$ cat config.mk
export PLATFORM = sky130hd
export DESIGN_NAME = see_ram
export DESIGN_NICKNAME = d
export VERILOG_FILES = /design/src/hdl/assert_macros.svh /design/src/hdl/see_ram.sv
export SDC_FILE = /design/constraint.sdc
export NUM_CORES = 1
export LEC_CHECK = 0
export BUFFER_PORTS_ARGS = -buffer_cell sky130_fd_sc_hd__buf_2
export CAP_MARGIN = 15
export CORE_ASPECT_RATIO = 0.7
export CORE_MARGIN = 5
export CORE_UTILIZATION = 55
export DETAILED_ROUTE_END_ITERATION = 8
export GPL_TIMING_DRIVEN = 1
export PLACE_DENSITY = 0.72
export SETUP_SLACK_MARGIN = 0.4
export SYNTH_ARGS = -nofsm -noshare
export SYNTH_HDL_FRONTEND = slang
export SYNTH_SLANG_ARGS = --single-unit
export TNS_END_PERCENT = 1
$ cat constraint.sdc
create_clock -name clk -period 7.14 [get_ports clk]
set_input_delay 0.714 -clock clk [delete_from_list [all_inputs] [get_ports clk]]
set_output_delay 0.714 -clock clk [all_outputs]
set_load 0.005 [all_outputs]
$ cat src/hdl/assert_macros.svh
// assertion macros used by the evaluator module
`ifndef ASSERT_MACROS_SVH
`define ASSERT_MACROS_SVH

// same-cycle implication, checked outside reset
`define CHK_IMPL(label, ante, cons, msg) \
	label: assert property (@(posedge clk) disable iff (!arst_n) (ante) |-> (cons)) \
		else $error(msg);

// next-cycle implication, checked outside reset
`define CHK_NEXT(label, ante, cons, msg) \
	label: assert property (@(posedge clk) disable iff (!arst_n) (ante) |=> (cons)) \
		else $error(msg);

`endif

$ cat src/hdl/see_ram.sv
// generic single-port-write ram with registered read
module see_ram #(
	parameter int WIDTH = 32,
	parameter int DEPTH = 16
) (
	input  logic                     clk,
	input  logic                     we,
	input  logic [$clog2(DEPTH)-1:0] waddr,
	input  logic [WIDTH-1:0]         wdata,
	input  logic                     re,
	input  logic [$clog2(DEPTH)-1:0] raddr,
	output logic [WIDTH-1:0]         rdata
);

	logic [WIDTH-1:0] mem [DEPTH];

	always_ff @(posedge clk) begin
		if (we) begin
			mem[waddr] <= wdata;
		end
		if (re) begin
			rdata <= mem[raddr];
		end
	end

endmodule

---- After elaboration in Yosys (flattened, before gate mapping) ----
Memory sizes are Yosys's and may differ from the RTL's. A register that Yosys moved wholly into a read port is not among the register bits.
Cells that the tools add are included.
operators by class
  mux-type cells .......................... 2
operators by type and width
  cell     number
  $mux W1  2
storage, ports and cells
  RAM bits ................................ 512
  output and inout port bits .............. 32
  input port bits ......................... 43
  word-level logic and storage cells ...... 3
  register bits after elaboration ......... 0
  memories kept ........................... 1
memory list
  name  words  width  rd ports  clocked after memory_dff  wr ports  line           text
  mem   16     32     1         1                         1         see_ram.sv:15  logic [WIDTH-1:0] mem [DEPTH];

---- Logic depth before layout (Yosys ltp) ----
  word-level depth ........................ 2
  depth in mapped cells ................... 5
  gate-level depth less buffers ........... 3

---- Least setup slack after synthesis ----
OpenSTA, ideal clock, no wires.
  path kind ............................... input to register
  from .................................... input port waddr[2]
  to ...................................... memory mem[0][0], enable pin
  arrival time ............................ 3.432 ns
  buffers on the path ..................... 0
  path slack .............................. 3.246 ns
  stages .................................. 2
  library setup time ...................... 0.461 ns
  required time ........................... 6.679 ns
  cells stage by stage .................... or3b_2 -> nor3_1
RTL lines
  item             line           text
  start, declared  see_ram.sv:8   input logic [$clog2(DEPTH)-1:0] waddr,
  end, declared    see_ram.sv:15
No word-level cell before the write port.

==> run_results.csv <==
group,metric,value,unit
final_layout,nets,988,
clocking,htree_levels,2,
floorplan,io_pins,75,
floorplan,die_h,170,um
run_status,run_status,"complete, no violations",
grt,grt_pass1_vias,9408,
worst_setup_path,r2r-end,"rdata[8]",
synth,synth_top_family_by_area,"multiplexers",
floorplan,initial_core_util,55.9,%
clocking,cts.repair.resized,0,
floorplan,core,36100,sq um
synth,synthXorXnorAreaFrac,0,%
synth,syn_inst,838,
worst_setup_path,reg2reg_depth,3,
synth,yosysWarnings,0,
synth,synthTopCellsByArea,"edfxtp_1, mux4_2, a22oi_1, nand2_1, buf_4",
worst_setup_path,cp.arrival,3.10,ns
worst_setup_path,crit_fanout,77,
timing,final.setup.tns,0,ns
detailed_routing,drtAntennaViolNets,0,
grt,grt_usage,21.0,%
synth,synth_compound_area_share,2.38,%
worst_setup_path,r2r-start,"mem[3][8]",
detailed_routing,drt_wl_total,42.0,mm
clocking,cts_hold_buf,0,
timing,rsz0062_at_grt,"no",
clocking,clkTransAtPathRegs,0.06,ns
clocking,insertion_delay,0.56,ns
synth,yosys.area_share.simple,1.25,%
detailed_routing,via_per_inst,6.28,
floorplan,std_cell_rows,58,
synth,syn_area_per_cell,24.1,sq um
grt,grt_pass1_wl,62.3,mm
floorplan,die_w,239,um
detailed_routing,first_pass_iters,5,
synth,ys_seq_area_share,81.0,%
placed_design,pre_cts_ws,3.76,ns
synth,synthDominantCellAreaShare,81.0,%
synth,synth_mux_area_share,14.3,%
placed_design,dp.cells,1375,
detailed_routing,vias,9146,
synth,synthAdderAreaFrac,0,%
floorplan,die_area,40700,sq um
timing,hold_viol,0,
detailed_routing,drt-wirelength-per-cell,28.9,um
final_layout,drive_gt1_share,32.2,%
final_layout,final_cells,1456,
synth,syn_area,20200,sq um
pwr,p_per_area,281,nW/um^2
worst_setup_path,cp-start-kind,"input port",
min_path,whs_endpoint,"mem[15][21]",
timing,fmax,0.357,GHz
placed_design,dp_hpwl,22.0,mm
placed_design,gp_congestion,0.713,
min_path,hold_class,"input port to flop",
timing,fin_skew,0.0178,ns
final_layout,n_antenna_cell,0,
timing,period_share,39.2,%
worst_setup_path,cp.required,7.44,ns
grt,antenna_found_initial,1,
detailed_routing,first_iter_violations,1083,
clocking,cts_root_buffer,"clkbuf_16",
final_layout,synthToLayoutAreaGrowth,12.8,%
timing,slew_violations,0,
worst_setup_path,worstSetupPathType,"input port to flop",
timing,slew_headroom,22.0,%
clocking,clk_path_buf_depth,3,
clocking,cts_tree,"yes",
pwr,p_leak,7.24,nW
synth,synth_top_area_cell,"edfxtp_1",
synth,syn_nets,881,
pwr,fin_total_pwr,6.40,mW
final_layout,fillers,2332,
grt,overflow,0,
worst_setup_path,end_kind,"flop",
clocking,post_cts.repair.setup_buffers,0,
synth,ys_ff_latch,544,
clocking,cts.sinks,544,
min_path,worstHoldStart,"wdata[21]",
min_path,holdPathStages,1,
timing,setup_viol,0,
timing,timing.final.ws_setup,4.34,ns
timing,tightest_slew,1.17,ns
detailed_routing,drcViolationCount,0,
grt,grt_max_degree,78,
run,maxCapViolCount,0,
worst_setup_path,reg2reg_slack,5.67,ns
placed_design,io_buffers,74,
clocking,cts_inserted_buffers,48,
pwr,vdd_drop_max,0.212,mV
final_layout,postLayoutCoreUtil,63.1,%
synth,ys_types,17,
timing,period_needed,2.80,ns
[area by class of cell]
class	count	area, sq um	area share (%)
Multi-Input combinational cell	251	3750	16.5
Clock inverter	28	235	1.03
Clock buffer	53	1240	5.46
Tap cell	480	601	2.64
Sequential cell	544	16300	71.8
Timing Repair Buffer	100	589	2.59
[worst max path at each step]
stage	start	to	slack (ns)
after floorplan	waddr[2]	mem[0][0]	3.25
after global placement	raddr[1]	rdata[23]	3.82
after detailed placement	raddr[1]	rdata[17]	3.76
after CTS	raddr[1]	rdata[17]	4.37
after global routing	raddr[1]	rdata[24]	4.22
final	raddr[1]	rdata[17]	4.34
[logic make-up (layout without fill, tap and decap cells)]
family                 count (synthesis)  in the layout
DFF                                  544            544
muxes                                128            128
AOI/OAI and AO/OA                     64             64
and+or+nand+nor                       59             59
buffers and inverters                 43            181
[synthesized netlist by cell type]
cell	count
nor2b_1	2
a22oi_1	64
nand2b_1	2
buf_6	2
nand3b_1	2
buf_1	9
nor2_1	13
nand2_1	33
and2_1	1
buf_4	11
nor3_1	4
or3b_2	1
nand3_1	1
clkbuf_1	17
mux4_2	128
buf_2	4
edfxtp_1	544
[sequential cells by signal, indices dropped and copies added, names as in the netlist]
| signal | flops |
|---|---|
| mem | 512 |
| rdata | 32 |
[metrics by stage]
step | instance area, sq um | hold slack [ns]
after global placement | 21300 | 0.729
after global routing | 22800 | 0.504
after detailed placement | 21300 | 0.732
after CTS | 22800 | 0.486
final | 22800 | 0.512
after floorplan | 20200 | 0.710
[power by group]
group | internal, mW | switching, mW | total, mW
sequential | 3.60 | 0.0204 | 3.62
clock | 1.39 | 1.09 | 2.48
combinational | 0.123 | 0.178 | 0.300
[metal layers]
layer	wire, um	vias to the layer above	global-route usage, %	part of all wire (%)
met2	19900	417	32.4	47
met4	585	2	4.07	1.4
met3	3830	49	4.08	9.1
met5	11	-	0	0.026
li1	-	3809	-	-
met1	17700	4869	32.4	42
[critical path: stages]
cell     delay [ns]
buf_4          0.84
buf_4          0.74
mux4_2         0.40
a22oi_1        0.22
nand2_1        0.08
[cell usage in the layout, fill, tap and decap left out, drive strengths merged]
master    synthesis  layout
nand3             1       1
inv               0       1
buf              26      99
nor2             13      13
nor3              4       4
and2              1       1
bufinv            0       4
clkbuf           17      54
nand3b            2       2
clkinv            0      22
nand2            33      33
mux4            128     128
or3b              1       1
edfxtp          544     544
clkinvlp          0       1
a22oi            64      64
nor2b             2       2
nand2b            2       2
(Power assumes the default switching activity.)
