--- src/hdl/assert_macros.svh ---
// assertion macros used by the evaluator module
`ifndef ASSERT_MACROS_SVH
`define ASSERT_MACROS_SVH

// same-cycle implication, checked outside reset
`define CHK_IMPL(label, ante, cons, msg) \
	label: assert property (@(posedge clk) disable iff (!arst_n) (ante) |-> (cons)) \
		else $error(msg);

// next-cycle implication, checked outside reset
`define CHK_NEXT(label, ante, cons, msg) \
	label: assert property (@(posedge clk) disable iff (!arst_n) (ante) |=> (cons)) \
		else $error(msg);

`endif

--- src/hdl/see_pkg.sv ---
// shared types, constants and helper functions of the expression evaluator
package see_pkg;

	localparam int STACK_DEPTH = 16;
	localparam int VAR_COUNT   = 256;
	localparam int SP_W        = $clog2(STACK_DEPTH + 1);
	localparam int AW          = $clog2(STACK_DEPTH);

	localparam int Q_ONE       = 65536;
	localparam int TWO_PI_Q16  = 411775;
	localparam int PI_Q16      = 205887;
	localparam int HALF_PI_Q16 = 102944;
	localparam int GAIN_Q30    = 652032874;

	localparam int CW    = 34;
	localparam int DVS_W = CW;
	localparam int DVD_W = CW + 16;
	localparam int SQ_W  = 48;
	localparam int SQ_RW = SQ_W / 2;

	localparam logic signed [31:0] S32_MAX = 32'sh7FFF_FFFF;
	localparam logic signed [31:0] S32_MIN = 32'sh8000_0000;

	typedef enum logic [4:0] {
		OP_PUSH_NUM = 5'd0,
		OP_PUSH_VAR = 5'd1,
		OP_PUSH_IDX = 5'd2,
		OP_NEG      = 5'd3,
		OP_NOT      = 5'd4,
		OP_SET      = 5'd5,
		OP_ADD      = 5'd6,
		OP_SUB      = 5'd7,
		OP_MUL      = 5'd8,
		OP_GT       = 5'd9,
		OP_LT       = 5'd10,
		OP_GE       = 5'd11,
		OP_LE       = 5'd12,
		OP_EQ       = 5'd13,
		OP_NE       = 5'd14,
		OP_AND      = 5'd15,
		OP_OR       = 5'd16,
		OP_DIV      = 5'd17,
		OP_SIN      = 5'd18,
		OP_COS      = 5'd19,
		OP_TAN      = 5'd20,
		OP_SQRT     = 5'd21,
		OP_MIN      = 5'd22,
		OP_MAX      = 5'd23,
		OP_CLAMP    = 5'd24
	} op_t;

	// saturate to int32, msb flags saturation
	function automatic logic [32:0] sat32(input logic signed [63:0] v);
		logic [32:0] r;
		if (v > 64'(S32_MAX)) begin
			r = {1'b1, S32_MAX};
		end else if (v < 64'(S32_MIN)) begin
			r = {1'b1, S32_MIN};
		end else begin
			r = {1'b0, v[31:0]};
		end
		return r;
	endfunction

	function automatic logic signed [31:0] boolq(input logic b);
		return b ? 32'(Q_ONE) : 32'sd0;
	endfunction

	function automatic logic [31:0] atan_q30(input logic [4:0] i);
		logic [31:0] r;
		case (i)
			5'd0:  r = 32'h3243F6A8;
			5'd1:  r = 32'h1DAC6705;
			5'd2:  r = 32'h0FADBAFC;
			5'd3:  r = 32'h07F56EA6;
			5'd4:  r = 32'h03FEAB76;
			5'd5:  r = 32'h01FFD55B;
			5'd6:  r = 32'h00FFFAAA;
			5'd7:  r = 32'h007FFF55;
			5'd8:  r = 32'h003FFFEA;
			5'd9:  r = 32'h001FFFFD;
			5'd10: r = 32'h000FFFFF;
			5'd11: r = 32'h0007FFFF;
			5'd12: r = 32'h0003FFFF;
			5'd13: r = 32'h0001FFFF;
			5'd14: r = 32'h0000FFFF;
			5'd15: r = 32'h00007FFF;
			5'd16: r = 32'h00003FFF;
			5'd17: r = 32'h00001FFF;
			5'd18: r = 32'h00000FFF;
			5'd19: r = 32'h000007FF;
			5'd20: r = 32'h000003FF;
			5'd21: r = 32'h000001FF;
			5'd22: r = 32'h000000FF;
			5'd23: r = 32'h0000007F;
			5'd24: r = 32'h0000003F;
			5'd25: r = 32'h0000001F;
			5'd26: r = 32'h0000000F;
			5'd27: r = 32'h00000008;
			5'd28: r = 32'h00000004;
			5'd29: r = 32'h00000002;
			5'd30: r = 32'h00000001;
			default: r = 32'h00000000;
		endcase
		return r;
	endfunction

endpackage

--- src/hdl/see_sqrt.sv ---
// digit-by-digit integer square root, one root bit per cycle
module see_sqrt (
	input  logic                      clk,
	input  logic                      arst_n,
	input  logic                      start,
	input  logic [see_pkg::SQ_W-1:0]  radicand,
	output logic                      done,
	output logic [see_pkg::SQ_RW-1:0] root
);
	import see_pkg::*;

	localparam int RW    = SQ_RW + 3;
	localparam int CNT_W = $clog2(SQ_RW);

	logic             busy_q;
	logic             done_q;
	logic [CNT_W-1:0] cnt_q;
	logic [SQ_W-1:0]  rad_q;
	logic [SQ_RW-1:0] root_q;
	logic [RW-1:0]    rem_q;
	logic [RW-1:0]    rem_sh;
	logic [RW-1:0]    trial;
	logic             ge;

	assign rem_sh = {rem_q[RW-3:0], rad_q[SQ_W-1:SQ_W-2]};
	assign trial  = {1'b0, root_q, 2'b01};
	assign ge     = rem_sh >= trial;

	always_ff @(posedge clk or negedge arst_n) begin
		if (!arst_n) begin
			busy_q <= 1'b0;
			done_q <= 1'b0;
			cnt_q  <= '0;
			rad_q  <= '0;
			root_q <= '0;
			rem_q  <= '0;
		end else begin
			done_q <= 1'b0;
			if (start) begin
				busy_q <= 1'b1;
				cnt_q  <= '0;
				rad_q  <= radicand;
				root_q <= '0;
				rem_q  <= '0;
			end else if (busy_q) begin
				rem_q  <= ge ? rem_sh - trial : rem_sh;
				root_q <= {root_q[SQ_RW-2:0], ge};
				rad_q  <= {rad_q[SQ_W-3:0], 2'b00};
				cnt_q  <= cnt_q + 1'b1;
				if (cnt_q == CNT_W'(SQ_RW - 1)) begin
					busy_q <= 1'b0;
					done_q <= 1'b1;
				end
			end
		end
	end

	assign done = done_q;
	assign root = root_q;

endmodule

--- config.mk ---
export PLATFORM = sky130hd
export DESIGN_NAME = see_sqrt
export DESIGN_NICKNAME = d
export VERILOG_FILES = /design/src/hdl/assert_macros.svh /design/src/hdl/see_pkg.sv /design/src/hdl/see_sqrt.sv
export SDC_FILE = /design/constraint.sdc
export NUM_CORES = 1
export LEC_CHECK = 0
export ABC_CLOCK_PERIOD_IN_PS = 6000
export BUFFER_PORTS_ARGS = -buffer_cell sky130_fd_sc_hd__buf_2
export CORE_UTILIZATION = 59
export CTS_BUF_LIST = sky130_fd_sc_hd__clkbuf_8
export DETAILED_ROUTE_END_ITERATION = 12
export PLACE_DENSITY = 0.89
export SLEW_MARGIN = 20
export SYNTH_ARGS = -nofsm -noshare
export SYNTH_HDL_FRONTEND = slang
export SYNTH_SLANG_ARGS = --single-unit
--- constraint.sdc ---
create_clock -name clk -period 6 [get_ports clk]
set_clock_uncertainty 0.1 [all_clocks]
set_input_delay 0.3 -clock clk [delete_from_list [all_inputs] [get_ports clk]]
set_output_delay 0.3 -clock clk [all_outputs]
set_load 0.005 [all_outputs]
======== After elaboration in Yosys (flattened, before gate mapping) ========
Index checks and enable logic that the tools add are counted.
cells by class
  add/subtract/negate cells ............... 2
  $lt $le $gt $ge ......................... 1
  equality and inequality tests ........... 1
  mux-type cells .......................... 15
  reductions and logical operators ........ 1
operators by type and width
  operator                                                       number
  48-bit two-way mux                                             2
  25-bit two-way mux                                             3
  24-bit two-way mux                                             2
  27-bit by 26-bit >= comparator with 1-bit output               1
  25-bit subtractor                                              1
  5-bit two-way mux                                              2
  1-bit two-way mux                                              6
  5-bit by 1-bit adder with 5-bit output, second input constant  1
  5-bit == test, second input constant                           1
  2-bit nonzero test                                             1
storage, ports and cells
  register bits after elaboration ......... 104
  input port bits ......................... 51
  output and inout port bits .............. 25
  logic and storage cells ................. 26

======== Depth between registers and ports, before layout ========
  depth after elaboration ................. 4
  depth in mapped cells ................... 12

======== Worst setup path after synthesis ========
Ideal clock, no wire load.
  kind .................................... register to register
  from .................................... register root_q[18], in the netlist root[18]
  to ...................................... register rem_q[0]
  setup time .............................. 0.126 ns
  arrival ................................. 2.530 ns
  required time ........................... 5.774 ns
  slack ................................... 3.244 ns
  cell stages (with the launch flop) ...... 13
  buffers on the path ..................... 2
  clock period less this slack ............ 2.756 ns
  cell sequence ........................... dfrtp_1 inv_1 ha_1 buf_2 a21o_1 a21o_1 a2111oi_0 nor3b_2 nor4_4 nor2_4 buf_6 nor4_1 a311o_1
on the way
  longest elaborated chain between the ends .. 4
ends and longest elaborated chain
  what                                              line            RTL
  start, declared                                   see_sqrt.sv:19  logic [SQ_RW-1:0] root_q;
  start signal, assigned                            see_sqrt.sv:47  root_q <= {root_q[SQ_RW-2:0], ge};
  27-bit by 26-bit >= comparator with 1-bit output  see_sqrt.sv:27  assign ge = rem_sh >= trial;
  25-bit two-way mux                                see_sqrt.sv:46  rem_q <= ge ? rem_sh - trial : rem_sh;
  25-bit two-way mux                                see_sqrt.sv:45  end else if (busy_q) begin
  25-bit two-way mux                                see_sqrt.sv:39  if (start) begin
  end signal, assigned                              see_sqrt.sv:46
  end, declared                                     see_sqrt.sv:20  logic [RW-1:0] rem_q;
No other way between the ends. The select of a mux whose other input is x is not followed.
A chain may end at the register's enable or synchronous reset.

======== Worst setup path in the final report ========
  from .................................... register root_q[18], in the netlist root[18]
  to ...................................... register rem_q[1]
The elaborated chain is that of the path after synthesis.

==> run_results.csv <==
group,metric,value,unit
run_status,status,"completed",
critical_path,path_max_fanout,32,
critical_path,crit_type,"register to register",
global_route,gr-total-overflow,0,
logic_synthesis,yosys_most_used_dff,"dfrtp_1",
finish,drive_above_1_share,0.145,
drt,remaining_drc_errors,0,
critical_path,cp.required,6.17,ns
clock_tree,cts_root_buffer,"clkbuf_8",
logic_synthesis,synth_common_cells,"dfrtp_1 (104), mux2i_1 (85), nand2_1 (72), nor2_1 (66), o21ai_0 (66)",
logic_synthesis,synthCells,661,
floorplan,rows,36,
logic_synthesis,yosysTopAreaCell,"dfrtp_1",
finish,diodes,0,
clock_tree,worstSkewPairLatency,0.38,ns
clock_tree,cts_tree,"built",
floorplan,dieArea,10900,µm²
finish,utilization,0.681,
logic_synthesis,synthArstFlopShare,1.00,
drt,dr.pass1.iters,4,
logic_synthesis,ys_warn_count,0,
floorplan,die_height,104,µm
floorplan,core-area,9950,µm²
clock_tree,clkTransAtPathRegs,0.11,ns
logic_synthesis,seq_area_frac_synth,0.421,
logic_synthesis,yosys-top-cells-area,"dfrtp_1 (42%), mux2i_1 (14%), ha_1 (5.5%)",
logic_synthesis,synth_area,6180,µm²
timing,timing.final.hold_violations,0,
clock_tree,cts-resized-gates,0,
pwr,p_per_area,413,nW/µm²
clock_tree,cts_max_level,3,
critical_path,startpoint_type,"register",
global_route,grt_max_degree,84,
run,max_cap_violations,0,
logic_synthesis,ys_types,57,
floorplan,initial_core_util,0.621,
timing,grt_setup_unrepaired,"no",
clock_tree,cts_made_buffers,9,
finish,nFillCells,814,
critical_path,worstPathArrival,3.91,ns
timing,tightest_slew,0.974,ns
drt,wire_per_inst,15.2,µm
timing,relSlewSlack,0.349,
clock_tree,post_cts_buffers,0,
global_route,grt_pass1_vias,4903,
placed_design,gp_congestion,0.896,
timing,timing.final.crit_share,0.623,
floorplan,die_w,104,µm
drt,drt_wl_total,12900,µm
clock_tree,cts_sinks,104,
floorplan,pin_count,76,
placed_design,port_buffers,75,
timing,setup_viol,0,
hold_path,hold_class,"primary input to register",
critical_path,end_kind,"register",
logic_synthesis,syn-num-nets,739,
drt,drt_iter0_drc,256,
timing,maxSlewViolCount,0,
drt,route.antenna.remaining_nets,0,
logic_synthesis,synth_top_area_share,0.421,
global_route,grt_use_total,0.252,
finish,syn_to_final_growth,9.78,%
logic_synthesis,synth-seq-cells,104,
pwr,leakage,3.66,nW
timing,fin_crit,3.74,ns
drt,vias,4955,
clock_tree,cts_hold_buf,1,
timing,clock.fmax,268,MHz
logic_synthesis,synth-edff-count,0,
finish,num-nets-final,789,
timing,finalSetupTns,0,ns
global_route,antenna_found_initial,0,
clock_tree,clockBufferDepth,2,
logic_synthesis,avgSynthCellArea,9.35,µm²
placed_design,hpwl,8880,µm
pwr,vdd_drop_max,215,µV
logic_synthesis,synth.most_common_cell,"dfrtp_1",
drt,viasPerCell,5.84,
global_route,grt_first_pass_wirelength,22500,µm
[cells in the final DEF, fill, tap and decap left out, types with 2 or more instances in the layout]
cell        n
a211o_1     2
a211oi_1   19
a21o_1     11
a21oi_1    26
a311o_1     3
a311oi_1    3
a41oi_1     2
and2_1      2
and3_1      2
and4_1      4
buf_2      73
buf_4       5
clkbuf_8    9
clkinv_1    2
clkinv_4    2
dfrtp_1   103
ha_1       27
inv_1      33
inv_6       2
mux2i_1    85
nand2_1    72
nand3_1    12
nand4_1     5
nand4b_1    2
nor2_1     66
nor2b_1     3
nor3_1      5
nor4_1      6
o21a_1      3
o21ai_0    66
o21bai_1    3
o31a_1      4
o31ai_1     4
or2_2       2
or3_1       3
xnor2_1    12
xor2_1      8
[cells by family after synthesis]
logic type | share of synthesized area
buffers and inverters | 0.0492
AOI/OAI and AO/OA | 0.166
and+or+nand+nor | 0.141
muxes | 0.140
DFF | 0.421
xor gates and xnor gates | 0.0284
adders and majority gates | 0.0547
[where the power goes]
group          internal, W  switching, W
clock network     0.000152      0.000254
logic             0.000673      0.000844
registers         0.000801     0.0000799
[through the flow]
stage / total power [W] / hold slack [ns] / area [µm²] / setup slack (ns) / cells
global placement: 0.00232 / 0.142 / 6570 / 2.67 / 831
floorplan: 0.00210 / -0.0956 / 6180 / 3.24 / 661
finish: 0.00280 / 0.0174 / 6780 / 2.26 / 848
CTS: 0.00279 / 0.0141 / 6750 / 2.36 / 847
global route: 0.00301 / 0.0144 / 6780 / 2.16 / 848
detailed placement: 0.00237 / 0.149 / 6570 / 2.42 / 831
[layer usage]
layer | vias to the layer above | wire [µm] | share of wire | global-route usage
li1 | 2441 | - | - | -
met1 | 2370 | 5950 | 0.46 | 0.338
met2 | 119 | 6230 | 0.48 | 0.413
met3 | 25 | 489 | 0.038 | 0.0445
met4 | 0 | 244 | 0.019 | 0.0786
met5 | - | 0 | 0 | 0
[worst paths after layout]
path | start | endpoint | depth (start not counted) | slack (ns)
setup / recovery | root[18] | rem_q[1] | 10 | 2.26
hold / removal | radicand[30] | rad_q[30] | 3 | 0.02
setup reg to reg | root[18] | rem_q[1] | 10 | 2.26
hold reg to reg | rad_q[0] | rad_q[0] | 2 | 0.45
max in group asynchronous | arst_n | busy_q | 3 | 4.15
min in group asynchronous | arst_n | root[8] | 2 | 0.27
[layout make-up]
class / count / area [µm²] / share of cell area
clock buffers: 9 / 124 / 0.0183
clock inverters: 6 / 46.3 / 0.00683
inverters: 34 / 128 / 0.0188
multi-input cells: 482 / 3270 / 0.482
flip-flops and latches: 104 / 2610 / 0.384
well taps: 133 / 166 / 0.0245
repair buffers: 80 / 440 / 0.0649
[state kept, by name, summed over array words and instances, names as in the netlist]
register,flops
busy_q,1
cnt_q,5
done,1
rad_q,48
rem_q,25
root,24
[worst max-delay path, stage by stage (launching register included)]
cell,delay [ns]
dfrtp_1,0.39
inv_1,0.05
ha_1,0.42
a21o_1,0.20
a21o_1,0.18
a2111oi_0,0.48
nor3b_2,0.42
nor4_4,0.10
nor2_4,0.75
nor4_1,0.14
a311o_1,0.38
(Power assumes the default switching activity.)
