===== config.mk =====
export PLATFORM = sky130hd
export DESIGN_NAME = see_cordic
export DESIGN_NICKNAME = d
export VERILOG_FILES = /design/src/hdl/assert_macros.svh /design/src/hdl/see_pkg.sv /design/src/hdl/see_cordic.sv
export SDC_FILE = /design/constraint.sdc
export NUM_CORES = 1
export LEC_CHECK = 0
export BUFFER_PORTS_ARGS = -buffer_cell sky130_fd_sc_hd__buf_4
export CAP_MARGIN = 10
export CORE_MARGIN = 2
export CORE_UTILIZATION = 35
export CTS_CLUSTER_DIAMETER = 80
export DETAILED_ROUTE_END_ITERATION = 8
export PLACE_DENSITY_LB_ADDON = 0.05
export SLEW_MARGIN = 40
export SYNTH_ARGS = -nofsm -noshare
export SYNTH_HDL_FRONTEND = slang
export SYNTH_SLANG_ARGS = --single-unit

===== constraint.sdc =====
create_clock -name clk -period 24 [get_ports clk]
set_input_delay 3.6 -clock clk [delete_from_list [all_inputs] [get_ports clk]]
set_output_delay 3.6 -clock clk [all_outputs]
set_load 0.02 [all_outputs]

===== src/hdl/assert_macros.svh =====
// assertion macros used by the evaluator module
`ifndef ASSERT_MACROS_SVH
`define ASSERT_MACROS_SVH

// same-cycle implication, checked outside reset
`define CHK_IMPL(label, ante, cons, msg) \
	label: assert property (@(posedge clk) disable iff (!arst_n) (ante) |-> (cons)) \
		else $error(msg);

// next-cycle implication, checked outside reset
`define CHK_NEXT(label, ante, cons, msg) \
	label: assert property (@(posedge clk) disable iff (!arst_n) (ante) |=> (cons)) \
		else $error(msg);

`endif


===== src/hdl/see_pkg.sv =====
// shared types, constants and helper functions of the expression evaluator
package see_pkg;

	localparam int STACK_DEPTH = 16;
	localparam int VAR_COUNT   = 256;
	localparam int SP_W        = $clog2(STACK_DEPTH + 1);
	localparam int AW          = $clog2(STACK_DEPTH);

	localparam int Q_ONE       = 65536;
	localparam int TWO_PI_Q16  = 411775;
	localparam int PI_Q16      = 205887;
	localparam int HALF_PI_Q16 = 102944;
	localparam int GAIN_Q30    = 652032874;

	localparam int CW    = 34;
	localparam int DVS_W = CW;
	localparam int DVD_W = CW + 16;
	localparam int SQ_W  = 48;
	localparam int SQ_RW = SQ_W / 2;

	localparam logic signed [31:0] S32_MAX = 32'sh7FFF_FFFF;
	localparam logic signed [31:0] S32_MIN = 32'sh8000_0000;

	typedef enum logic [4:0] {
		OP_PUSH_NUM = 5'd0,
		OP_PUSH_VAR = 5'd1,
		OP_PUSH_IDX = 5'd2,
		OP_NEG      = 5'd3,
		OP_NOT      = 5'd4,
		OP_SET      = 5'd5,
		OP_ADD      = 5'd6,
		OP_SUB      = 5'd7,
		OP_MUL      = 5'd8,
		OP_GT       = 5'd9,
		OP_LT       = 5'd10,
		OP_GE       = 5'd11,
		OP_LE       = 5'd12,
		OP_EQ       = 5'd13,
		OP_NE       = 5'd14,
		OP_AND      = 5'd15,
		OP_OR       = 5'd16,
		OP_DIV      = 5'd17,
		OP_SIN      = 5'd18,
		OP_COS      = 5'd19,
		OP_TAN      = 5'd20,
		OP_SQRT     = 5'd21,
		OP_MIN      = 5'd22,
		OP_MAX      = 5'd23,
		OP_CLAMP    = 5'd24
	} op_t;

	// saturate to int32, msb flags saturation
	function automatic logic [32:0] sat32(input logic signed [63:0] v);
		logic [32:0] r;
		if (v > 64'(S32_MAX)) begin
			r = {1'b1, S32_MAX};
		end else if (v < 64'(S32_MIN)) begin
			r = {1'b1, S32_MIN};
		end else begin
			r = {1'b0, v[31:0]};
		end
		return r;
	endfunction

	function automatic logic signed [31:0] boolq(input logic b);
		return b ? 32'(Q_ONE) : 32'sd0;
	endfunction

	function automatic logic [31:0] atan_q30(input logic [4:0] i);
		logic [31:0] r;
		case (i)
			5'd0:  r = 32'h3243F6A8;
			5'd1:  r = 32'h1DAC6705;
			5'd2:  r = 32'h0FADBAFC;
			5'd3:  r = 32'h07F56EA6;
			5'd4:  r = 32'h03FEAB76;
			5'd5:  r = 32'h01FFD55B;
			5'd6:  r = 32'h00FFFAAA;
			5'd7:  r = 32'h007FFF55;
			5'd8:  r = 32'h003FFFEA;
			5'd9:  r = 32'h001FFFFD;
			5'd10: r = 32'h000FFFFF;
			5'd11: r = 32'h0007FFFF;
			5'd12: r = 32'h0003FFFF;
			5'd13: r = 32'h0001FFFF;
			5'd14: r = 32'h0000FFFF;
			5'd15: r = 32'h00007FFF;
			5'd16: r = 32'h00003FFF;
			5'd17: r = 32'h00001FFF;
			5'd18: r = 32'h00000FFF;
			5'd19: r = 32'h000007FF;
			5'd20: r = 32'h000003FF;
			5'd21: r = 32'h000001FF;
			5'd22: r = 32'h000000FF;
			5'd23: r = 32'h0000007F;
			5'd24: r = 32'h0000003F;
			5'd25: r = 32'h0000001F;
			5'd26: r = 32'h0000000F;
			5'd27: r = 32'h00000008;
			5'd28: r = 32'h00000004;
			5'd29: r = 32'h00000002;
			5'd30: r = 32'h00000001;
			default: r = 32'h00000000;
		endcase
		return r;
	endfunction

endpackage


===== src/hdl/see_cordic.sv =====
// angle reduction and iterative cordic rotation for sine and cosine
module see_cordic (
	input  logic                          clk,
	input  logic                          arst_n,
	input  logic                          start,
	input  logic signed [31:0]            angle,
	output logic                          done,
	output logic signed [see_pkg::CW-1:0] cos_q30,
	output logic signed [see_pkg::CW-1:0] sin_q30
);
	import see_pkg::*;

	localparam int RW = 21;
	localparam logic signed [RW-1:0] K_2PI  = RW'(TWO_PI_Q16);
	localparam logic signed [RW-1:0] K_PI   = RW'(PI_Q16);
	localparam logic signed [RW-1:0] K_HPI  = RW'(HALF_PI_Q16);
	localparam logic [31:0]          K_BASE = 32'(TWO_PI_Q16);

	typedef enum logic [1:0] {C_IDLE, C_RED, C_FOLD, C_ITER} cst_t;

	cst_t                 state_q;
	logic                 done_q;
	logic                 neg_q;
	logic                 flip_q;
	logic [31:0]          mag_q;
	logic [3:0]           k_q;
	logic [4:0]           i_q;
	logic signed [CW-1:0] x_q;
	logic signed [CW-1:0] y_q;
	logic signed [CW-1:0] z_q;

	logic [31:0]          sub;
	logic signed [RW-1:0] r0;
	logic signed [RW-1:0] r1;
	logic signed [RW-1:0] r2;
	logic signed [RW-1:0] rf;
	logic                 fl;
	logic signed [CW-1:0] dx;
	logic signed [CW-1:0] dy;
	logic signed [CW-1:0] at;

	always_comb begin
		sub = K_BASE << k_q;
		r0  = neg_q ? -$signed({2'b00, mag_q[18:0]}) : $signed({2'b00, mag_q[18:0]});
		r1  = (r0 > K_PI) ? r0 - K_2PI : r0;
		r2  = (r1 < -K_PI) ? r1 + K_2PI : r1;
		fl  = 1'b0;
		rf  = r2;
		if (r2 > K_HPI) begin
			rf = K_PI - r2;
			fl = 1'b1;
		end else if (r2 < -K_HPI) begin
			rf = -K_PI - r2;
			fl = 1'b1;
		end
		dx = y_q >>> i_q;
		dy = x_q >>> i_q;
		at = $signed({2'b00, atan_q30(i_q)});
	end

	always_ff @(posedge clk or negedge arst_n) begin
		if (!arst_n) begin
			state_q <= C_IDLE;
			done_q  <= 1'b0;
			neg_q   <= 1'b0;
			flip_q  <= 1'b0;
			mag_q   <= '0;
			k_q     <= '0;
			i_q     <= '0;
			x_q     <= '0;
			y_q     <= '0;
			z_q     <= '0;
		end else begin
			done_q <= 1'b0;
			unique case (state_q)
				C_IDLE: begin
					if (start) begin
						neg_q   <= angle[31];
						mag_q   <= angle[31] ? 32'(-angle) : 32'(angle);
						k_q     <= 4'd12;
						state_q <= C_RED;
					end
				end
				C_RED: begin
					if (mag_q >= sub) begin
						mag_q <= mag_q - sub;
					end
					k_q <= k_q - 1'b1;
					if (k_q == '0) begin
						state_q <= C_FOLD;
					end
				end
				C_FOLD: begin
					flip_q  <= fl;
					z_q     <= {{(CW-RW){rf[RW-1]}}, rf} <<< 14;
					x_q     <= CW'(GAIN_Q30);
					y_q     <= '0;
					i_q     <= '0;
					state_q <= C_ITER;
				end
				C_ITER: begin
					if (!z_q[CW-1]) begin
						x_q <= x_q - dx;
						y_q <= y_q + dy;
						z_q <= z_q - at;
					end else begin
						x_q <= x_q + dx;
						y_q <= y_q - dy;
						z_q <= z_q + at;
					end
					i_q <= i_q + 1'b1;
					if (i_q == 5'd31) begin
						done_q  <= 1'b1;
						state_q <= C_IDLE;
					end
				end
				default: state_q <= C_IDLE;
			endcase
		end
	end

	assign done    = done_q;
	assign cos_q30 = flip_q ? -x_q : x_q;
	assign sin_q30 = y_q;

endmodule


* Word level (Yosys, flattened, before mapping)
Memory sizes are Yosys's and may differ from the RTL's.
Cells that the tools add are included.
** Word-level totals
- Register bits after elaboration :: 148
- Bits in read-only memories :: 960
- Input port bits :: 35
- Output and inout port bits :: 69
- Logic and storage cells :: 78
- Memories kept :: 1
** Operators by class
- Add/sub/neg operators :: 16
- Magnitude comparators :: 5
- Equality and inequality tests :: 8
- Shift operators :: 3
- Multiplexer cells :: 27
- Reduce and logical (&&, ||, !) cells :: 8
** Memory list
- (no name shown) :: depth 32, width 30, read ports 1, clocked after memory_dff 0, wr ports 0, line see_pkg.sv:71 : case (i)
** Operators with widths (count)
- one-hot mux 34 bit (2 select lines) :: 3
- 2-to-1 mux 34 bit :: 4
- 2-to-1 mux 32 bit :: 3
- adder 34 bit :: 2
- >>> shifter 34 x 5 -> 34 bit :: 2
- subtractor 34 bit :: 2
- one-hot mux 32 bit (2 select lines) :: 1
- 2-to-1 mux 21 bit :: 3
- 2-to-1 mux 20 bit :: 2
- subtractor 19 x 20 -> 20 bit (first input constant) :: 2
- adder 34 x 33 -> 34 bit :: 1
- negator 34 bit :: 1
- subtractor 34 x 33 -> 34 bit :: 1
- greater-or-equal comparator 32 bit :: 1
- negator 32 bit :: 1
- << shifter 19 x 4 -> 32 bit (first input constant) :: 1
- subtractor 32 bit :: 1
- adder 21 x 20 -> 21 bit (second input constant) :: 1
- greater-than comparator 21 x 18 -> 1 bit (second input constant) :: 1
- greater-than comparator 21 x 19 -> 1 bit (second input constant) :: 1
- < comparator 21 x 18 -> 1 bit (second input constant) :: 1
- < comparator 21 x 19 -> 1 bit (second input constant) :: 1
- negator 19 -> 21 bit :: 1
- subtractor 21 x 20 -> 21 bit (second input constant) :: 1
- other kinds (17) :: 29

* Logic depth before layout (Yosys ltp)
- Word-level depth :: 10
- Mapped depth :: 35
- Mapped depth without buffers :: 30

* Worst setup path after synthesis
OpenSTA, ideal clock, no wires.
- Kind :: flip-flop to flip-flop
- Start :: reg i_q[0]
- End :: reg z_q[33]
- Library setup time :: 0.120 ns
- Arrival time :: 7.704 ns
- Required time :: 23.880 ns
- Setup slack :: 16.177 ns
- Cell stages (with the launch flop) :: 35
- Path buffers :: 8
- Clock period less this slack :: 7.823 ns
- Cells stage by stage :: dfrtp_1 -> buf_2 -> buf_1 -> buf_1 -> clkbuf_1 -> clkbuf_1 -> clkbuf_1 -> inv_1 -> ha_1 -> clkbuf_1 -> o21ai_0 -> o22ai_1 -> a21oi_1 -> nor2_1 -> and3_1 -> nor3b_1 -> nor2_1 -> clkbuf_1 -> xnor2_1 -> ha_1 -> and2_1 -> o21ai_0 -> o2111ai_1 -> a31oi_1 -> a211oi_1 -> a211oi_1 -> o31ai_1 -> o21ai_0 -> nand2b_1 -> a21oi_1 -> o21ai_0 -> a21oi_1 -> nor2b_1 -> o32a_1 -> and3_1
** On the way
- Longest elaborated chain between the ends :: 4
- Elaborated cells on any way between the ends :: 5
- Classes of those cells :: add/sub (2); mux (2); memory (1)
** RTL lines
- from (decl) :: line see_cordic.sv:27 : logic [4:0] i_q;
- from (signal assigned) :: line see_cordic.sv:111 : i_q <= i_q + 1'b1;
- memory read (32 x 30 bit) *
- subtractor 34 x 33 -> 34 bit or adder 34 x 33 -> 34 bit (tied branches) :: line see_cordic.sv:105, see_cordic.sv:109
- 2-to-1 mux 34 bit * :: line see_cordic.sv:102 : if (!z_q[CW-1]) begin
- one-hot mux 34 bit (2 select lines) * :: line see_cordic.sv:75 : unique case (state_q)
- to (signal assigned) :: line see_cordic.sv:95 : z_q <= {{(CW-RW){rf[RW-1]}}, rf} <<< 14;
- to (signal assigned) :: line see_cordic.sv:105 : z_q <= z_q - at;
- to (signal assigned) :: line see_cordic.sv:109 : z_q <= z_q + at;
- to (decl) :: line see_cordic.sv:30 : logic signed [CW-1:0] z_q;
Mark *: on every way between the ends. The rest lies on a longest branch, timed or not.
A chain may end at the register's enable or synchronous reset.

* Final worst setup path
- Start :: reg i_q[0]
- End :: reg y_q[33] (netlist: sin_q30[33])
** On the way
- Longest elaborated chain between the ends :: 4
- Elaborated cells on any way between the ends :: 5
- Classes of those cells :: add/sub (2); shift (1); mux (2)
** RTL lines
- >>> shifter 34 x 5 -> 34 bit * :: line see_cordic.sv:57 : dy = x_q >>> i_q;
- adder 34 bit or subtractor 34 bit (tied branches) :: line see_cordic.sv:104, see_cordic.sv:108
- 2-to-1 mux 34 bit * :: line see_cordic.sv:102
- one-hot mux 34 bit (2 select lines) * :: line see_cordic.sv:75
- to (signal assigned) :: line see_cordic.sv:104 : y_q <= y_q + dy;
- to (signal assigned) :: line see_cordic.sv:108 : y_q <= y_q - dy;
- to (decl) :: line see_cordic.sv:29 : logic signed [CW-1:0] y_q;
Marks and branches as above.

==> run_results.csv <==
group,metric,value,unit
timing,setup_tns,0,ps
routing,post_drt_via_cell_ratio,5.76,
worst_setup_path,reg2reg_slack,15980,ps
worst_setup_path,cp_common_cell,"o21ai_0",
global_routing,gr-total-overflow,0,
cts,root_buffer,"clkbuf_16",
cts,clk_latency,500,ps
global_routing,grt_pass1_vias,21500,
routing,drt_iter0_drc,1449,
global_routing,track_usage,23.7,%
worst_setup_path,cp.required,24390,ps
yosys,mappedNetlistArea,0.0227,sq mm
timing,rsz0062_at_grt,"no",
worst_setup_path,cp-end-kind,"flip-flop",
cells_and_area,syn2layout_area_growth,8.99,%
worst_setup_path,crit_end,"sin_q30[33]",
yosys,synth_edf_count,0,
worst_setup_path,reg2reg_from,"i_q[0]",
timing,worstMarginPinSlew,865,ps
floorplan,pin_count,104,
placed_design,port_buffers,103,
yosys,syn_inst,3064,
global_routing,antenna_found_initial,0,
floorplan,row_count,93,
yosys,ys_ff_latch,148,
worst_setup_path,r2r_end,"sin_q30[33]",
cts,clock_path_buffers,2,
yosys,yosysSeqAreaShare,16.3,%
cts,cts.sinks,148,
outcome,status,"complete, no violations",
cts,cts.clk_slew.worst_paths,70,ps
yosys,synthArstFlopShare,100,%
cts,post_cts_resized,0,
floorplan,die-area,0.0669,sq mm
worst_setup_path,crit_start,"i_q[0]",
placed_design,dpl_cell_area,0.0241,sq mm
worst_setup_path,worst_path_max_delay_cell,"dfrtp_4",
cts,htree_levels,4,
worst_hold_path,hold_class,"reg2reg",
cells_and_area,fillers,6817,
routing,drc,0,
timing,finalHoldViolations,0,
cts,postCtsSetupBuffers,0,
floorplan,dieHeight,259,microns
timing,setup_viol,0,
timing,slew_viol_final,0,
cells_and_area,antennaDiodeCount,0,
global_routing,grt_max_degree,85,
worst_setup_path,crit_type,"reg2reg",
yosys,syn_avg_cell_area,7.41,sq um
yosys,netlist-cell-type-count,113,
yosys,synth_ff_type,"dfrtp_1",
timing,period_minus_slack,8020,ps
cts,cts_buffers,17,
routing,drtAntennaViolNets,0,
job,cap_viol_max_count,0,
timing,relSlewSlack,41.7,%
timing,fin_skew,20.6,ps
worst_setup_path,max_stage_delay,770,ps
yosys,ys_warn_count,0,
timing,max_freq,125,MHz
floorplan,die_w,259,microns
cts,cts_tree,"done",
cells_and_area,final_cell_area,0.0247,sq mm
worst_setup_path,arrival,8410,ps
routing,firstDrtPassIters,5,
timing,post-route-period-util,33.4,%
floorplan,core,0.0642,sq mm
global_routing,grt_first_pass_wirelength,126,mm
placed_design,gp_congestion,0.880,
cells_and_area,drive_gt1_share,10.7,%
cells_and_area,ff_latch_area,0.00371,sq mm
routing,post_drt_wl_per_cell,20.6,microns
worst_setup_path,r2r_cells,31,
yosys,postSynthNetCount,3263,
routing,routed_wirelength,80.4,mm
cells_and_area,final_common_cell,"nand2_1",
placed_design,dp_hpwl,61.4,mm
routing,num_vias,22500,
floorplan,start_util,35.3,%
worst_setup_path,crit_fanout,58,
worst_setup_path,startpoint_type,"flip-flop",
cells_and_area,fin_nets,3236,
cts,postCtsHoldBufs,0,
cells_and_area,multi_input_area,0.0179,sq mm
cells_and_area,mostFrequentLayoutCells,"nand2_1, nor2_1, o21ai_0",
cells in the mapped netlist, types with 14 or more instances:
master / n / share of area, %
a21boi_0: 25 / 0.83
and3_1: 25 / 0.69
nand4_1: 19 / 0.52
o31ai_1: 47 / 1.6
mux2_2: 19 / 0.94
nor3_1: 61 / 1.3
nand2_1: 400 / 6.6
and2_1: 36 / 0.99
a22oi_1: 18 / 0.60
mux4_2: 46 / 4.6
inv_1: 94 / 1.6
mux2i_1: 52 / 2.3
a21o_1: 35 / 1.2
buf_1: 33 / 0.55
dfrtp_1: 148 / 16
o21ai_1: 18 / 0.40
o211ai_1: 21 / 0.69
o21ai_0: 277 / 6.1
clkbuf_1: 124 / 2.1
xnor2_1: 193 / 7.4
a31oi_1: 38 / 1.0
o21bai_1: 17 / 0.56
nand2b_1: 28 / 0.77
xor2_1: 118 / 4.6
nand3_1: 69 / 1.5
a211oi_1: 31 / 1.0
ha_1: 160 / 8.8
nor2b_1: 34 / 0.94
or3_1: 31 / 0.85
or4_1: 24 / 0.79
buf_2: 16 / 0.35
o21a_1: 38 / 1.3
or2_2: 22 / 0.61
nor2_1: 282 / 4.7
nor4_1: 14 / 0.39
a21oi_1: 238 / 5.2
logic make-up (layout without fill, tap and decap cells):
logic type,Yosys count,count (layout),synth area share (%)
AND/OR/NAND/NOR,1084,1084,22.3
AO/OA/AOI/OAI,962,962,27.5
multiplexers,117,117,7.80
buffers and inverters,277,262,4.84
adder cells (fa/ha/maj),164,164,9.17
XOR/XNOR,312,312,12.1
flip-flops,148,148,16.3
worst min path at each step:
stage	depth (start not counted)	from	slack, ps	end
2_1_floorplan	2	z_q[4]	460	z_q[4]
3_3_place_gp	2	z_q[2]	470	z_q[2]
3_5_place_dp	2	z_q[6]	480	z_q[6]
4_1_cts	2	z_q[6]	490	z_q[6]
5_1_grt	1	z_q[0]	510	z_q[0]
6_report	2	mag_q[26]	490	mag_q[26]
metrics by stage:
| stage | util (%) | cells | hold WS [ps] | setup slack [ps] |
|---|---|---|---|---|
| 2_1_floorplan | - | 3064 | 455 | 16180 |
| 3_3_place_gp | 37.4 | 3871 | 471 | 15850 |
| 3_5_place_dp | 37.5 | 3872 | 477 | 15780 |
| 4_1_cts | 38.5 | 3903 | 493 | 15760 |
| 5_1_grt | 38.5 | 3904 | 513 | 15150 |
| 6_report | 38.5 | 3904 | 490 | 15980 |
sequential cells by signal (all words and copies together), names as in the netlist:
register  count
x_q          34
mag_q        32
sin_q30      34
z_q          34
i_q           5
flip_q        1
done          1
state_q       2
neg_q         1
k_q           4
final cells by class:
type / count / area share [%]
multi-input cells: 2639 / 72.4
flip-flops and latches: 148 / 15.0
well taps: 855 / 4.32
repair buffers: 135 / 4.30
clock buffers: 18 / 1.78
inverters: 96 / 1.46
clock inverters: 13 / 0.703
routing by layer:
layer  global-route usage [%]  up-vias  wire length, microns
li1                         -    11100                     -
met1                     29.8    10900                 35200
met2                     43.0      476                 41000
met3                     2.45       86                  2500
met4                     6.50        0                  1720
met5                        0        -                     0
worst max-delay path: cells and delay by family, from the launching register on:
kind                       cells  cell delay, ps
AOI/OAI and AO/OA             17            4230
and+or+nand+nor                6             840
DFF                            1             770
muxes                          3             750
buffers and inverters          2             640
adders and majority gates      2             560
xor gates and xnor gates       1              80
Power is not shown: default switching activity piles up to over one toggle a cycle in this logic, so the estimate is an artifact.
